**src/design/preemptive_priority_aging_scheduler_core_defines.svh**
```systemverilog
// assertion macros shared by the scheduler core
`ifndef PREEMPTIVE_PRIORITY_AGING_SCHEDULER_CORE_DEFINES_SVH
`define PREEMPTIVE_PRIORITY_AGING_SCHEDULER_CORE_DEFINES_SVH

// same-cycle implication, disabled while in reset
`define PPAS_ASSERT_IMPL(label, clk, rst_n, ante, cons) \
	label: assert property (@(posedge clk) disable iff (!rst_n) (ante) |-> (cons)) \
		else $error("scheduler core: same-cycle check failed");

// next-cycle implication, disabled while in reset
`define PPAS_ASSERT_NEXT(label, clk, rst_n, ante, cons) \
	label: assert property (@(posedge clk) disable iff (!rst_n) (ante) |=> (cons)) \
		else $error("scheduler core: next-cycle check failed");

`endif

```
**src/design/ppas_pkg.sv**
```systemverilog
package ppas_pkg;

	// field widths
	localparam int ID_W   = 8;
	localparam int TIME_W = 16;
	localparam int PRI_W  = 8;
	localparam int DIV_W  = 8;
	localparam int CMD_W  = 2;
	localparam int CODE_W = 3;
	// priority * divisor + arrival fits in 17 bits
	localparam int KEY_W  = 17;

	localparam logic [DIV_W-1:0]  DIV_RESET = 8'd20;
	localparam logic [TIME_W-1:0] TIME_MAX  = 16'hFFFF;

	typedef enum logic [CMD_W-1:0] {
		CMD_ADD   = 2'd0,
		CMD_TICK  = 2'd1,
		CMD_CLEAR = 2'd2,
		CMD_NONE  = 2'd3
	} cmd_t;

	typedef enum logic [CODE_W-1:0] {
		RC_ADDED   = 3'd0,
		RC_FULL    = 3'd1,
		RC_RAN     = 3'd2,
		RC_IDLE    = 3'd3,
		RC_CLEARED = 3'd4
	} rsp_code_t;

	typedef enum logic [1:0] {
		S_IDLE,
		S_DISPATCH,
		S_SCAN,
		S_COMMIT
	} state_t;

	// one table entry as held in the entry ram
	typedef struct packed {
		logic [ID_W-1:0]   id;
		logic [TIME_W-1:0] arrival;
		logic [TIME_W-1:0] burst;
		logic [PRI_W-1:0]  prio;
		logic [TIME_W-1:0] remaining;
		logic [TIME_W-1:0] start;
	} entry_t;

	typedef struct packed {
		rsp_code_t         code;
		logic [TIME_W-1:0] tick_time;
		logic [ID_W-1:0]   run_id;
		logic              finished;
		logic [TIME_W-1:0] finish_time;
		logic [TIME_W-1:0] response_time;
		logic [TIME_W-1:0] waiting_time;
		logic [TIME_W-1:0] turnaround_time;
	} result_t;

	// controller to datapath
	typedef struct packed {
		logic latch_in;
		logic do_add;
		logic do_clear;
		logic scan_start;
		logic scan_run;
		logic commit;
	} ctrl_cmd_t;

	// datapath to controller
	typedef struct packed {
		cmd_t cmd;
		logic out_free;
		logic scan_done;
	} ctrl_sts_t;

endpackage

```
**src/design/ppas_if.sv**
```systemverilog
// request channel: one command per transfer
interface ppas_req_if;
	import ppas_pkg::*;

	logic              valid;
	logic              ready;
	logic [CMD_W-1:0]  command;
	logic [ID_W-1:0]   proc_id;
	logic [TIME_W-1:0] arrival_time;
	logic [TIME_W-1:0] burst_length;
	logic [PRI_W-1:0]  base_priority;

	modport source (
		output valid, command, proc_id, arrival_time, burst_length, base_priority,
		input  ready
	);
	modport sink (
		input  valid, command, proc_id, arrival_time, burst_length, base_priority,
		output ready
	);
endinterface

// response channel: one result per transfer
interface ppas_rsp_if;
	import ppas_pkg::*;

	logic              valid;
	logic              ready;
	logic [CODE_W-1:0] status;
	logic [TIME_W-1:0] tick_time;
	logic [ID_W-1:0]   run_id;
	logic              finished;
	logic [TIME_W-1:0] finish_time;
	logic [TIME_W-1:0] response_time;
	logic [TIME_W-1:0] waiting_time;
	logic [TIME_W-1:0] turnaround_time;

	modport source (
		output valid, status, tick_time, run_id, finished, finish_time,
		       response_time, waiting_time, turnaround_time,
		input  ready
	);
	modport sink (
		input  valid, status, tick_time, run_id, finished, finish_time,
		       response_time, waiting_time, turnaround_time,
		output ready
	);
endinterface

```
**src/design/ppas_ram.sv**
```systemverilog
module ppas_ram #(
	parameter int WIDTH = 8,
	parameter int DEPTH = 16,
	localparam int AddrW = (DEPTH > 1) ? $clog2(DEPTH) : 1
) (
	input  logic             clk,
	input  logic             wr_en,
	input  logic [AddrW-1:0] wr_addr,
	input  logic [WIDTH-1:0] wr_data,
	input  logic             rd_en,
	input  logic [AddrW-1:0] rd_addr,
	output logic [WIDTH-1:0] rd_data
);
	logic [WIDTH-1:0] mem_q [DEPTH];
	logic [WIDTH-1:0] rd_data_q;

	// one write port, one registered read port
	always_ff @(posedge clk) begin
		if (wr_en) begin
			mem_q[wr_addr] <= wr_data;
		end
		if (rd_en) begin
			rd_data_q <= mem_q[rd_addr];
		end
	end

	assign rd_data = rd_data_q;
endmodule

```
**src/design/ppas_datapath.sv**
```systemverilog
module ppas_datapath #(
	parameter int MAX_PROCS = 16
) (
	input  logic                          clk,
	input  logic                          arst_n,
	input  ppas_pkg::ctrl_cmd_t           cmd,
	output ppas_pkg::ctrl_sts_t           sts,
	input  logic [ppas_pkg::CMD_W-1:0]    command,
	input  logic [ppas_pkg::ID_W-1:0]     proc_id,
	input  logic [ppas_pkg::TIME_W-1:0]   arrival_time,
	input  logic [ppas_pkg::TIME_W-1:0]   burst_length,
	input  logic [ppas_pkg::PRI_W-1:0]    base_priority,
	input  logic                          cfg_wr_en,
	input  logic [ppas_pkg::DIV_W-1:0]    cfg_wr_data,
	input  logic                          rsp_ready,
	output logic                          rsp_valid,
	output ppas_pkg::result_t             result
);
	import ppas_pkg::*;

	localparam int IdxW = (MAX_PROCS > 1) ? $clog2(MAX_PROCS) : 1;
	localparam int CntW = $clog2(MAX_PROCS + 1);
	localparam int RecW = $bits(entry_t);
	localparam logic [CntW-1:0] FullCount = CntW'(MAX_PROCS);

	// latched request
	cmd_t              cmd_q;
	entry_t            in_rec_q;

	// architectural state
	logic [DIV_W-1:0]     div_q;
	logic [TIME_W-1:0]    time_q;
	logic [CntW-1:0]      count_q;
	logic [MAX_PROCS-1:0] started_q;
	logic [MAX_PROCS-1:0] done_q;

	// scan pipeline
	logic [CntW-1:0]  scan_idx_q;
	logic             issue;
	logic             rv_s1;
	logic [IdxW-1:0]  ridx_s1;
	logic [RecW-1:0]  rd_data;
	entry_t           rd_rec;
	logic [TIME_W-1:0] prod;
	logic [KEY_W-1:0] key_c;
	logic             elig_c;
	logic             v_s2;
	logic             elig_s2;
	logic [KEY_W-1:0] key_s2;
	entry_t           rec_s2;
	logic [IdxW-1:0]  idx_s2;
	logic             better;

	// running best
	logic             found_q;
	logic [KEY_W-1:0] best_key_q;
	entry_t           best_rec_q;
	logic [IdxW-1:0]  best_idx_q;

	// commit arithmetic
	logic [TIME_W-1:0] time_inc;
	logic [TIME_W-1:0] start_v;
	logic [TIME_W-1:0] rem_new;
	logic [TIME_W-1:0] turn;
	logic [TIME_W-1:0] resp;
	logic [TIME_W-1:0] waited;
	entry_t            upd_rec;

	// ram write port and result
	logic              table_full;
	logic              add_wr;
	logic              upd_wr;
	logic              wr_en;
	logic [IdxW-1:0]   wr_addr;
	entry_t            wr_rec;
	logic              load_result;
	result_t           result_c;
	logic              rsp_valid_q;
	result_t           result_q;

	// request capture
	always_ff @(posedge clk) begin
		if (cmd.latch_in) begin
			cmd_q              <= cmd_t'(command);
			in_rec_q.id        <= proc_id;
			in_rec_q.arrival   <= arrival_time;
			in_rec_q.burst     <= burst_length;
			in_rec_q.prio      <= base_priority;
			in_rec_q.remaining <= burst_length;
			in_rec_q.start     <= '0;
		end
	end

	// aging divisor register
	always_ff @(posedge clk or negedge arst_n) begin
		if (!arst_n) begin
			div_q <= DIV_RESET;
		end else if (cfg_wr_en) begin
			div_q <= cfg_wr_data;
		end
	end

	assign table_full = (count_q == FullCount);
	assign add_wr     = cmd.do_add && !table_full;
	assign upd_wr     = cmd.commit && found_q;

	// entry read at the scan address, one per cycle
	assign issue = cmd.scan_run && (scan_idx_q < count_q);

	ppas_ram #(
		.WIDTH (RecW),
		.DEPTH (MAX_PROCS)
	) u_entry_ram (
		.clk     (clk),
		.wr_en   (wr_en),
		.wr_addr (wr_addr),
		.wr_data (wr_rec),
		.rd_en   (issue),
		.rd_addr (scan_idx_q[IdxW-1:0]),
		.rd_data (rd_data)
	);

	assign rd_rec = entry_t'(rd_data);

	// aged key without the common time term: prio * div + arrival
	assign prod   = div_q * rd_rec.prio;
	assign key_c  = {1'b0, prod} + {1'b0, rd_rec.arrival};
	assign elig_c = (rd_rec.arrival <= time_q) && !done_q[ridx_s1];

	assign better = !found_q || (key_s2 < best_key_q) ||
		((key_s2 == best_key_q) && (rec_s2.id < best_rec_q.id));

	// scan control and pipeline valids
	always_ff @(posedge clk or negedge arst_n) begin
		if (!arst_n) begin
			scan_idx_q <= '0;
			rv_s1      <= 1'b0;
			v_s2       <= 1'b0;
			found_q    <= 1'b0;
		end else begin
			rv_s1 <= issue;
			v_s2  <= rv_s1;
			if (cmd.scan_start) begin
				scan_idx_q <= '0;
				found_q    <= 1'b0;
			end else begin
				if (issue) begin
					scan_idx_q <= scan_idx_q + 1'b1;
				end
				if (v_s2 && elig_s2) begin
					found_q <= 1'b1;
				end
			end
		end
	end

	// scan payload stages and best entry
	always_ff @(posedge clk) begin
		ridx_s1 <= scan_idx_q[IdxW-1:0];
		elig_s2 <= elig_c;
		key_s2  <= key_c;
		rec_s2  <= rd_rec;
		idx_s2  <= ridx_s1;
		if (v_s2 && elig_s2 && better) begin
			best_key_q <= key_s2;
			best_rec_q <= rec_s2;
			best_idx_q <= idx_s2;
		end
	end

	// service of the picked entry for one unit
	always_comb begin
		time_inc = (time_q == TIME_MAX) ? time_q : time_q + 1'b1;
		start_v  = started_q[best_idx_q] ? best_rec_q.start : time_q;
		rem_new  = (best_rec_q.remaining != '0) ? best_rec_q.remaining - 1'b1 : '0;
		turn     = time_inc - best_rec_q.arrival;
		resp     = start_v - best_rec_q.arrival;
		waited   = (turn >= best_rec_q.burst) ? turn - best_rec_q.burst : '0;
		upd_rec           = best_rec_q;
		upd_rec.remaining = rem_new;
		upd_rec.start     = start_v;
	end

	// ram write: add at the fill count, write-back at the pick
	assign wr_en   = add_wr || upd_wr;
	assign wr_addr = cmd.do_add ? count_q[IdxW-1:0] : best_idx_q;
	assign wr_rec  = cmd.do_add ? in_rec_q : upd_rec;

	// fill count, time and per-entry flags
	always_ff @(posedge clk or negedge arst_n) begin
		if (!arst_n) begin
			count_q   <= '0;
			time_q    <= '0;
			started_q <= '0;
			done_q    <= '0;
		end else if (cmd.do_clear) begin
			count_q   <= '0;
			time_q    <= '0;
			started_q <= '0;
			done_q    <= '0;
		end else if (add_wr) begin
			count_q                     <= count_q + 1'b1;
			started_q[count_q[IdxW-1:0]] <= 1'b0;
			done_q[count_q[IdxW-1:0]]    <= 1'b0;
		end else if (cmd.commit) begin
			time_q <= time_inc;
			if (found_q) begin
				started_q[best_idx_q] <= 1'b1;
				if (rem_new == '0) begin
					done_q[best_idx_q] <= 1'b1;
				end
			end
		end
	end

	// result formation
	always_comb begin
		result_c           = '0;
		result_c.tick_time = time_q;
		if (cmd.do_add) begin
			result_c.code = table_full ? RC_FULL : RC_ADDED;
		end else if (cmd.do_clear) begin
			result_c.code = RC_CLEARED;
		end else if (found_q) begin
			result_c.code   = RC_RAN;
			result_c.run_id = best_rec_q.id;
			if (rem_new == '0) begin
				result_c.finished        = 1'b1;
				result_c.finish_time     = time_inc;
				result_c.response_time   = resp;
				result_c.waiting_time    = waited;
				result_c.turnaround_time = turn;
			end
		end else begin
			result_c.code = RC_IDLE;
		end
	end

	assign load_result = cmd.do_add || cmd.do_clear || cmd.commit;

	// output register
	always_ff @(posedge clk or negedge arst_n) begin
		if (!arst_n) begin
			rsp_valid_q <= 1'b0;
		end else if (load_result) begin
			rsp_valid_q <= 1'b1;
		end else if (rsp_ready) begin
			rsp_valid_q <= 1'b0;
		end
	end

	always_ff @(posedge clk) begin
		if (load_result) begin
			result_q <= result_c;
		end
	end

	assign rsp_valid = rsp_valid_q;
	assign result    = result_q;

	// status to controller
	assign sts.cmd       = cmd_q;
	assign sts.out_free  = !rsp_valid_q || rsp_ready;
	assign sts.scan_done = (scan_idx_q >= count_q) && !rv_s1 && !v_s2;
endmodule

```
**src/design/ppas_ctrl.sv**
```systemverilog
module ppas_ctrl (
	input  logic                clk,
	input  logic                arst_n,
	input  logic                in_valid,
	output logic                in_ready,
	input  ppas_pkg::ctrl_sts_t sts,
	output ppas_pkg::ctrl_cmd_t cmd
);
	import ppas_pkg::*;

	state_t state_q;
	state_t state_d;

	// state register
	always_ff @(posedge clk or negedge arst_n) begin
		if (!arst_n) begin
			state_q <= S_IDLE;
		end else begin
			state_q <= state_d;
		end
	end

	// next state and commands
	always_comb begin
		state_d  = state_q;
		cmd      = '0;
		in_ready = 1'b0;
		case (state_q)
			S_IDLE: begin
				in_ready = 1'b1;
				if (in_valid) begin
					cmd.latch_in = 1'b1;
					state_d      = S_DISPATCH;
				end
			end
			S_DISPATCH: begin
				case (sts.cmd)
					CMD_ADD: begin
						if (sts.out_free) begin
							cmd.do_add = 1'b1;
							state_d    = S_IDLE;
						end
					end
					CMD_CLEAR: begin
						if (sts.out_free) begin
							cmd.do_clear = 1'b1;
							state_d      = S_IDLE;
						end
					end
					CMD_TICK: begin
						cmd.scan_start = 1'b1;
						state_d        = S_SCAN;
					end
					default: begin
						// reserved code: dropped without a result
						state_d = S_IDLE;
					end
				endcase
			end
			S_SCAN: begin
				cmd.scan_run = 1'b1;
				if (sts.scan_done) begin
					state_d = S_COMMIT;
				end
			end
			S_COMMIT: begin
				if (sts.out_free) begin
					cmd.commit = 1'b1;
					state_d    = S_IDLE;
				end
			end
			default: begin
				state_d = S_IDLE;
			end
		endcase
	end
endmodule

```
**src/design/preemptive_priority_aging_scheduler_core.sv**
```systemverilog
// channel | dir | payload
// req     | in  | command, proc_id, arrival_time, burst_length, base_priority
// rsp     | out | status, tick_time, run_id, finished, finish/response/waiting/turnaround
// cfg     | in  | cfg_wr_en, cfg_wr_data (aging divisor)
//
// add, clear: result registered from dispatch, once the output register is free
// tick: dispatch starts a scan of the N filled entries, N the fill count, and commit
// registers the result; the entry ram gives one entry per cycle to the scan
// one item at a time; a waiting result does not block the next request transfer
// arst_n clears control, fill count, time, entry flags; divisor resets to 20
// a full output register holds the block in dispatch or commit until it drains
`include "preemptive_priority_aging_scheduler_core_defines.svh"

module preemptive_priority_aging_scheduler_core #(
	parameter int MAX_PROCS = 16
) (
	input  logic                       clk,
	input  logic                       arst_n,
	ppas_req_if.sink                   req,
	ppas_rsp_if.source                 rsp,
	input  logic                       cfg_wr_en,
	input  logic [ppas_pkg::DIV_W-1:0] cfg_wr_data
);
	import ppas_pkg::*;

	ctrl_cmd_t ctrl_cmd;
	ctrl_sts_t ctrl_sts;
	result_t   result;
	logic      in_ready;

	// controller
	ppas_ctrl u_ctrl (
		.clk      (clk),
		.arst_n   (arst_n),
		.in_valid (req.valid),
		.in_ready (in_ready),
		.sts      (ctrl_sts),
		.cmd      (ctrl_cmd)
	);

	// datapath
	ppas_datapath #(
		.MAX_PROCS (MAX_PROCS)
	) u_datapath (
		.clk           (clk),
		.arst_n        (arst_n),
		.cmd           (ctrl_cmd),
		.sts           (ctrl_sts),
		.command       (req.command),
		.proc_id       (req.proc_id),
		.arrival_time  (req.arrival_time),
		.burst_length  (req.burst_length),
		.base_priority (req.base_priority),
		.cfg_wr_en     (cfg_wr_en),
		.cfg_wr_data   (cfg_wr_data),
		.rsp_ready     (rsp.ready),
		.rsp_valid     (rsp.valid),
		.result        (result)
	);

	// channel wiring
	assign req.ready           = in_ready;
	assign rsp.status          = result.code;
	assign rsp.tick_time       = result.tick_time;
	assign rsp.run_id          = result.run_id;
	assign rsp.finished        = result.finished;
	assign rsp.finish_time     = result.finish_time;
	assign rsp.response_time   = result.response_time;
	assign rsp.waiting_time    = result.waiting_time;
	assign rsp.turnaround_time = result.turnaround_time;

	// checks
	`PPAS_ASSERT_IMPL(a_load_needs_room, clk, arst_n, (ctrl_cmd.do_add || ctrl_cmd.do_clear || ctrl_cmd.commit), ctrl_sts.out_free)
	`PPAS_ASSERT_NEXT(a_busy_after_accept, clk, arst_n, (req.valid && req.ready), !req.ready)
	`PPAS_ASSERT_NEXT(a_result_after_load, clk, arst_n, (ctrl_cmd.do_add || ctrl_cmd.do_clear || ctrl_cmd.commit), rsp.valid)
endmodule

```
**src/flat_wrapper.sv**
```systemverilog
// flat-port wrapper written by rule: the top's interface ports become plain ports
module preemptive_priority_aging_scheduler_core_flat import ppas_pkg::*;
#(
	parameter int MAX_PROCS = 16
)
  (clk, arst_n, cfg_wr_en, cfg_wr_data, req_valid, req_command, req_proc_id, req_arrival_time, req_burst_length, req_base_priority, req_ready, rsp_valid, rsp_status, rsp_tick_time, rsp_run_id, rsp_finished, rsp_finish_time, rsp_response_time, rsp_waiting_time, rsp_turnaround_time, rsp_ready);
  ppas_req_if req_i ();
  ppas_rsp_if rsp_i ();
  input  logic clk;
  input  logic arst_n;
  input  logic cfg_wr_en;
  input  logic [ppas_pkg::DIV_W-1:0] cfg_wr_data;
  input wire logic [$bits(req_i.valid)-1:0] req_valid;
  input wire logic [$bits(req_i.command)-1:0] req_command;
  input wire logic [$bits(req_i.proc_id)-1:0] req_proc_id;
  input wire logic [$bits(req_i.arrival_time)-1:0] req_arrival_time;
  input wire logic [$bits(req_i.burst_length)-1:0] req_burst_length;
  input wire logic [$bits(req_i.base_priority)-1:0] req_base_priority;
  output wire logic [$bits(req_i.ready)-1:0] req_ready;
  output wire logic [$bits(rsp_i.valid)-1:0] rsp_valid;
  output wire logic [$bits(rsp_i.status)-1:0] rsp_status;
  output wire logic [$bits(rsp_i.tick_time)-1:0] rsp_tick_time;
  output wire logic [$bits(rsp_i.run_id)-1:0] rsp_run_id;
  output wire logic [$bits(rsp_i.finished)-1:0] rsp_finished;
  output wire logic [$bits(rsp_i.finish_time)-1:0] rsp_finish_time;
  output wire logic [$bits(rsp_i.response_time)-1:0] rsp_response_time;
  output wire logic [$bits(rsp_i.waiting_time)-1:0] rsp_waiting_time;
  output wire logic [$bits(rsp_i.turnaround_time)-1:0] rsp_turnaround_time;
  input wire logic [$bits(rsp_i.ready)-1:0] rsp_ready;
  assign req_i.valid = req_valid;
  assign req_i.command = req_command;
  assign req_i.proc_id = req_proc_id;
  assign req_i.arrival_time = req_arrival_time;
  assign req_i.burst_length = req_burst_length;
  assign req_i.base_priority = req_base_priority;
  assign req_ready = req_i.ready;
  assign rsp_valid = rsp_i.valid;
  assign rsp_status = rsp_i.status;
  assign rsp_tick_time = rsp_i.tick_time;
  assign rsp_run_id = rsp_i.run_id;
  assign rsp_finished = rsp_i.finished;
  assign rsp_finish_time = rsp_i.finish_time;
  assign rsp_response_time = rsp_i.response_time;
  assign rsp_waiting_time = rsp_i.waiting_time;
  assign rsp_turnaround_time = rsp_i.turnaround_time;
  assign rsp_i.ready = rsp_ready;
  preemptive_priority_aging_scheduler_core #(.MAX_PROCS(MAX_PROCS)) u_core (.clk(clk), .arst_n(arst_n), .req(req_i), .rsp(rsp_i), .cfg_wr_en(cfg_wr_en), .cfg_wr_data(cfg_wr_data));
endmodule
```
**config.mk**
```make
export PLATFORM = sky130hd
export DESIGN_NAME = preemptive_priority_aging_scheduler_core_flat
export DESIGN_NICKNAME = d
export VERILOG_FILES = /design/src/design/ppas_pkg.sv /design/src/design/ppas_if.sv /design/src/design/ppas_ram.sv /design/src/design/ppas_datapath.sv /design/src/design/ppas_ctrl.sv /design/src/design/preemptive_priority_aging_scheduler_core.sv /design/src/flat_wrapper.sv
export VERILOG_INCLUDE_DIRS = /design/src /design/src/design
export SDC_FILE = /design/constraint.sdc
export NUM_CORES = 2
export LEC_CHECK = 0
export ABC_AREA = 1
export BUFFER_PORTS_ARGS = -buffer_cell sky130_fd_sc_hd__clkbuf_2
export CORE_ASPECT_RATIO = 2
export CORE_UTILIZATION = 45
export DETAILED_ROUTE_END_ITERATION = 16
export GPL_TIMING_DRIVEN = 0
export PLACE_DENSITY = 0.73
export SLEW_MARGIN = 20
export SYNTH_ARGS = -nofsm -noshare
export SYNTH_HDL_FRONTEND = slang
export SYNTH_SLANG_ARGS = --single-unit
export TNS_END_PERCENT = 50
```
**constraint.sdc**
```tcl
create_clock -name clk -period 5.63 [get_ports clk]
set_input_delay 0.2815 -clock clk [delete_from_list [all_inputs] [get_ports clk]]
set_output_delay 0.2815 -clock clk [all_outputs]
set_load 0.03 [all_outputs]
```
# Word level (Yosys, flattened, before mapping)
# Memories as Yosys holds them, arrays and structs flattened. A register that Yosys moved wholly into a read port is not among the register bits.
# Cells that the tools add are included.
[totals]
reg_bits = 421
mem_bits_rw = 1280
inputBits = 63
out_inout_bits = 94
wordCells = 181
memories = 1
[op_classes]
n_addsub = 8
mul = 1
order_cmp = 11
eq_ne = 11
mux = 56
bitwise = 8
n_reduce_logical = 43
[mem_list]
columns = ["memory", "words", "width", "rd", "rd_clocked_by_memory_dff", "wr", "line_no", "source"]
rows = [
  ["u_core.u_datapath.u_entry_ram.mem_q", 16, 80, 1, 1, 1, "ppas_ram.sv:14", "logic [WIDTH-1:0] mem_q [DEPTH];"],
]
[ops]
columns = ["operator", "count"]
rows = [
  ["2-to-1 mux 16 bit", 16],
  ["2-to-1 mux 80 bit", 1],
  ["2-to-1 mux 65 bit", 1],
  ["subtractor 16 bit", 3],
  ["bitwise AND 16 bit", 2],
  ["bitwise OR 16 bit", 2],
  ["2-to-1 mux 1 bit", 21],
  ["2-to-1 mux 5 bit", 4],
  ["adder 16 x 16 -> 17 bit", 1],
  ["equality test 17 bit", 1],
  ["< comparator 17 bit", 1],
  ["adder 16 x 1 -> 16 bit, second input constant", 1],
  ["equality test 16 bit, second input constant", 1],
  ["greater-or-equal comparator 16 bit", 1],
  ["less-or-equal comparator 16 bit", 1],
  ["logical NOT 16 bit", 1],
  ["multiplier 8 x 8 -> 16 bit", 1],
  ["inverter 16 bit", 1],
  ["nonzero test 16 bit", 1],
  ["subtractor 16 x 1 -> 16 bit, second input constant", 1],
  ["< comparator 4 x 5 -> 1 bit, second input constant", 3],
  ["logical AND 1 bit", 11],
  ["adder 5 x 1 -> 5 bit, second input constant", 2],
  ["nonzero test 2 bit", 5],
  ["other kinds (27)", 55],
]

# Depth between registers and ports, before layout
[logic_depth]
depth_word = 10
depth_mapped = 27
depth_no_buf = 27

# Cells and area by module
# Synthesis repeated with hierarchy kept, for this count alone.
[unflattened]
cells_unflattened = 7501
area_unflattened_um2 = 78479.0
[modules_own_cells]
columns = ["mod", "n_inst", "cells_each", "area_per_inst_um2", "seq_area_each_um2"]
rows = [
  ["ppas_ram", 1, 5255, 56995.9, 40839.2],
  ["ppas_datapath", 1, 2217, 21323.0, 11173.2],
  ["ppas_ctrl", 1, 29, 160.2, 50.0],
]

# Worst setup path after synthesis
# Ideal clock, no wire load.
[synth_timing]
kind = "register to register"
from = "register u_core.u_datapath.rsp_valid_q, in the netlist u_core.u_datapath.rsp_valid"
to = "memory u_core.u_datapath.u_entry_ram.mem_q[0][0] in the netlist's numbering, enable pin"
setup_ns = 0.519
t_arrival_ns = 5.003
required_ns = 5.111
path_slack_ns = 0.108
stages_incl_launch_ff = 9
path_buffers = 1
period_less_slack_ns = 5.522
path_cell_list = "dfrtp_1 -> nand2_1 -> nand3b_2 -> nor2_4 -> inv_1 -> clkbuf_1 -> o21ai_0 -> nand2_1 -> nor2_1"
[synth_via]
elab_chain_cells = 9
word_cells_on_any_way = 12
cone_classes = "7 x mux; 5 x reduce/logical"
[synth_lines]
columns = ["item", "line_no", "source"]
rows = [
  ["from (decl)", "ppas_datapath.sv:78", "logic rsp_valid_q;"],
  ["from (signal assigned)", "ppas_datapath.sv:244", "rsp_valid_q <= 1'b0;"],
  ["from (signal assigned)", "ppas_datapath.sv:246", "rsp_valid_q <= 1'b1;"],
  ["from (signal assigned)", "ppas_datapath.sv:248", "rsp_valid_q <= 1'b0;"],
  ["logical NOT 1 bit (*)", "ppas_datapath.sv:263", "assign sts.out_free = !rsp_valid_q || rsp_ready;"],
  ["logical OR 1 bit (*)", "ppas_datapath.sv:263", ""],
  ["2-to-1 mux 1 bit (*)", "ppas_ctrl.sv:39, ppas_ctrl.sv:67", ""],
  ["2-to-1 mux 1 bit", "ppas_ctrl.sv:37", "case (sts.cmd)"],
  ["2-to-1 mux 3 bit", "ppas_ctrl.sv:28", "case (state_q)"],
  ["logical AND 1 bit", "ppas_datapath.sv:104", "assign add_wr = cmd.do_add && !table_full;"],
  ["logical OR 1 bit", "ppas_datapath.sv:185", "assign wr_en = add_wr || upd_wr;"],
  ["2-to-1 mux 1 bit", "ppas_ram.sv:19", "if (wr_en) begin"],
  ["2-to-1 mux 1 bit (not written as such)", "ppas_ram.sv:20", "mem_q[wr_addr] <= wr_data;"],
  ["to (decl)", "ppas_ram.sv:14", ""],
]
# Every way passes the cells marked *; elsewhere a longest branch is shown, timed or not.

# Final worst setup path
[layout_timing]
from = "register u_core.u_datapath.u_entry_ram.rd_data_q[32], in the netlist u_core.u_datapath.u_entry_ram.rd_data[32], read port of u_core.u_datapath.u_entry_ram.mem_q"
to = "register u_core.u_datapath.key_s2[15]"
[layout_via]
elab_chain_cells = 2
[layout_lines]
columns = ["item", "line_no", "source"]
rows = [
  ["from (decl)", "ppas_ram.sv:15", "logic [WIDTH-1:0] rd_data_q;"],
  ["multiplier 8 x 8 -> 16 bit", "ppas_datapath.sv:126", "assign prod = div_q * rd_rec.prio;"],
  ["adder 16 x 16 -> 17 bit", "ppas_datapath.sv:127", "assign key_c = {1'b0, prod} + {1'b0, rd_rec.arrival};"],
  ["named net u_core.u_datapath.key_c[15]", "ppas_datapath.sv:45", "logic [KEY_W-1:0] key_c;"],
  ["to (signal assigned)", "ppas_datapath.sv:161", "key_s2 <= key_c;"],
  ["to (decl)", "ppas_datapath.sv:49", "logic [KEY_W-1:0] key_s2;"],
]
# The timed path passes the listed nets, and every way through them passes these cells.
# A chain may end at the register's enable or synchronous reset.

==> summary.md <==
| Metric | Value |
|---|---|
| FF-to-FF Start | `u_core.u_datapath.u_entry_ram.rd_data[32]` |
| Number of max-cap violations | `0` |
| Reg2reg end | `u_core.u_datapath.key_s2[15]` |
| Post-route non-filler standard cell count | `8391` |
| CTS buffer count | `154` |
| Sequential share of the synthesized area | `71.2%` |
| Fin crit share | `97.3%` |
| Largest net degree at the start of global routing | `73` |
| Detailed-route DRC error count | `0` |
| Placer Congestion | `1.01` |
| Cells along the critical path | `clkbuf_1 > nand2_1 > fa_1 > fa_1 > fa_1 > fa_1 > inv_1 > ha_1 > nand2_1 > o21ai_0 > nand2_1 > nand2_1 > a21oi_1 > o21ai_0 > nand3b_1 > nand3_1 > nand2_1` |
| Final HPWL DP | `175 mm` |
| Horiz. Die Dim | `287 µm` |
| Ports | `157` |
| First-pass GRT wire length | `334 mm` |
| Final Util | `52.6%` |
| Critical Path Source Type | `flip-flop` |
| Mapped Cells | `5678` |
| Total Die Area | `164000 µm²` |
| Drt wl/cell | `28.4 µm` |
| Clock group share of total power | `23.8%` |
| Via-to-Cell Ratio | `5.96` |
| Core area | `161000 µm²` |
| Min-delay src | `cfg_wr_en` |
| Via count | `50000` |
| Synth Cell Area | `73100 µm²` |
| Commonest non-fill, non-tap cell in the layout | `edfxtp_1` |
| Nets | `6421` |
| Ys Warns | `0` |
| Initial core utilization | `45.5%` |
| Clock slew at reported path FFs | `0.07 ns` |
| Fin crit period | `5.48 ns` |
| Initial antenna violation count | `12` |
| Cell variety after synth | `58` |
| Static Leakage | `30.4 nW` |
| Port Buffer Count | `155` |
| Yosys reg bits | `1781` |
| CTS H-tree lvls | `4` |
| Layout cells sized above 1 | `10.5%` |
| Net Switching | `17.8 mW` |
| Mapped Nets | `5929` |
| CTS tree | `done` |
| Worst min-delay path category | `input port to flip-flop` |
| Worst Hold Path Cells | `2` |
| CP max FO | `8` |
| Max clock buf depth | `4` |
| Slowest stage delay, CP | `0.59 ns` |
| Final antenna-violating net count | `0` |
| Number of flops mapped to enable cells by yosys | `1603` |
| FF-to-FF path depth | `17` |
| Fmax | `0.183 GHz` |
| Asr flop ratio synth | `4.04%` |
| FP Rows | `208` |
| Cells after DPL | `8039` |
| Synthesis-to-layout area growth | `15.7%` |
| R2r setup slk | `0.15 ns` |
| Avg Synthesized Cell Area | `12.9 µm²` |
| Worst-Margin Slew | `1.27 ns` |
| Cell Int Power | `27.5 mW` |
| Status | `complete, no violations` |
| GR Overflow Total | `0` |
| Root buf cell | `clkbuf_16` |
| Crit path DAT | `6.16 ns` |
| Slew headroom | `14.9%` |
| Number of global-route vias before repair | `50200` |
| Total GRT Usage | `28.7%` |
| Sink Count | `1781` |
| WHS Endpoint | `u_core.u_datapath.div_q[6]` |
| Max-slew violations | `0` |
| Slowest CP cell | `edfxtp_1` |
| Initial DRC Count | `6083` |
| Total Wirelength | `239 mm` |
| Sequential share of power | `38.5%` |
| Final setup fails | `0` |
| Most common flop cell mapped by yosys | `edfxtp_1` |
| Clk_lat worst skew | `0.84 ns` |
| Worst vdd rail ir drop | `0.387 mV` |
| WP data required | `6.31 ns` |
| Most frequent cells in the layout | `1603 x edfxtp_1, 889 x nor2_1, 611 x nand2_1, 415 x o21ai_0, 378 x inv_1` |
| Final count of hold timing violations | `0` |
| Hold Slack | `0.00714 ns` |
| Initial DRT Pass Iterations | `9` |
| Crit-path most repeated cell | `nand2_1` |
| CP endpoint kind | `flip-flop` |
| Comb pwr share | `37.7%` |
| Pwr dens | `535 nW/µm²` |
| Final Skew | `0.0576 ns` |
| Post-route setup TNS | `0 ns` |
| Height of the chip | `572 µm` |
| Kind of critical path | `flip-flop to flip-flop` |
| Sw frac | `39.3%` |
-- sequential cells by signal (all words and copies together), names as in the netlist, 8 cells and up --
name	cells
u_core.u_datapath.u_entry_ram.mem_q	1280
u_core.u_datapath.result	92
u_core.u_datapath.best_rec_q	80
u_core.u_datapath.rec_s2	80
u_core.u_datapath.u_entry_ram.rd_data	80
u_core.u_datapath.in_rec_q	48
u_core.u_datapath.best_key_q	17
u_core.u_datapath.key_s2	17
u_core.u_datapath.done_q	16
u_core.u_datapath.started_q	16
u_core.u_datapath.time_q	16
u_core.u_datapath.div_q	8
-- worst max-delay path, delay by kind of cell (launching register included) --
family / cells / cell delay [ns]
simple gates: 7 / 0.81
compound gates: 3 / 1.02
flops: 1 / 0.59
fa+ha+maj: 5 / 2.39
buf+inv: 2 / 0.51
-- cell type report --
type,count,area [µm²]
fill,13100,76200
sequential,1781,52100
buffer,293,1190
timing repair buffer,336,3500
antenna,6,15.0
inverter,389,1480
clock buffer,197,4180
multi-input combinational,3215,18800
clock inverter,74,811
tap,2100,2630
-- metrics by stage --
step	setup WS, ns	total power [mW]	cell area (µm²)
CTS	0.0463	44.8	84400
floorplan	0.108	27.3	73100
finish	0.154	45.3	84600
global placement	-4.52	33.6	76500
global route	-0.0114	46.8	84600
detailed placement	-0.536	34.2	78700
-- per-layer routing --
layer	GRT usage (%)	vias to the layer above	share of wire [%]
li1	-	21500	-
met1	27.2	24400	30
met2	51.6	3127	51
met3	4.63	1066	7.8
met4	27.5	4	11
met5	0	-	0.014
-- synthesized netlist by cell type, types with 8 or more instances --
library cell | instances | area, µm²
nand2_1 | 616 | 2310
o221ai_1 | 129 | 1130
inv_1 | 382 | 1430
nand4_1 | 26 | 163
buf_1 | 21 | 78.8
mux2i_1 | 126 | 1260
dfrtp_1 | 70 | 1750
clkbuf_1 | 236 | 886
o22ai_1 | 15 | 93.8
xor2_1 | 39 | 342
a21oi_1 | 127 | 636
nor3_1 | 18 | 90.1
o211ai_1 | 35 | 263
fa_1 | 54 | 1080
mux2_2 | 8 | 90.1
xnor2_1 | 10 | 87.6
edfxtp_1 | 1603 | 48100
nand3_1 | 208 | 1040
nor2_1 | 920 | 3450
o21ai_0 | 466 | 2330
ha_1 | 134 | 1680
dfxtp_1 | 106 | 2120
o21bai_1 | 10 | 75.1
buf_2 | 32 | 160
nor2_2 | 17 | 106
o32ai_1 | 194 | 1700
-- logic make-up (layout without fill, tap and decap cells) --
logic type | Yosys count | after routing | synth area share [%]
buffers and inverters | 682 | 1289 | 3.59
multiplexers | 134 | 134 | 1.85
AO/OA/AOI/OAI | 1007 | 1007 | 8.84
flip-flops | 1781 | 1781 | 71.2
other | 0 | 6 | 0
adder cells (fa/ha/maj) | 188 | 188 | 3.77
AND/OR/NAND/NOR | 1837 | 1837 | 10.2
XOR/XNOR | 49 | 49 | 0.587
-- worst max path at each step --
stage	slack [ns]	cells after the start	from	to
after floorplan	0.11	8	u_core.u_datapath.rsp_valid	u_core.u_datapath.u_entry_ram.mem_q[0][0]
after global placement	-4.52	10	rsp_ready	u_core.u_datapath.u_entry_ram.mem_q[1][13]
after detailed placement	-0.54	24	u_core.u_datapath.time_q[0]	u_core.u_datapath.result[24]
after CTS	0.05	25	u_core.u_datapath.time_q[1]	u_core.u_datapath.result[26]
after global routing	-0.01	28	u_core.u_datapath.time_q[1]	u_core.u_datapath.result[27]
final	0.15	17	u_core.u_datapath.u_entry_ram.rd_data[32]	u_core.u_datapath.key_s2[15]
-- timing repair --
action / in CTS / in global routing
pin swaps: 3 / 2
hold endpoints to repair: 132 / 0
buffers inserted: 3 / 7
setup endpoints to repair: 16 / 19
resized for setup: 7 / 20
hold buffers: 65 / 0
-- power groups by stage --
stage | logic, mW | registers (mW) | clock network (mW)
floorplan | 9.53 | 17.8 | 0
global placement | 15.8 | 17.8 | 0
detailed placement | 16.5 | 17.7 | 0
CTS | 16.7 | 17.4 | 10.8
global route | 18.1 | 17.5 | 11.2
finish | 17.1 | 17.4 | 10.8
Note: power is estimated with default switching activity, not from simulation.
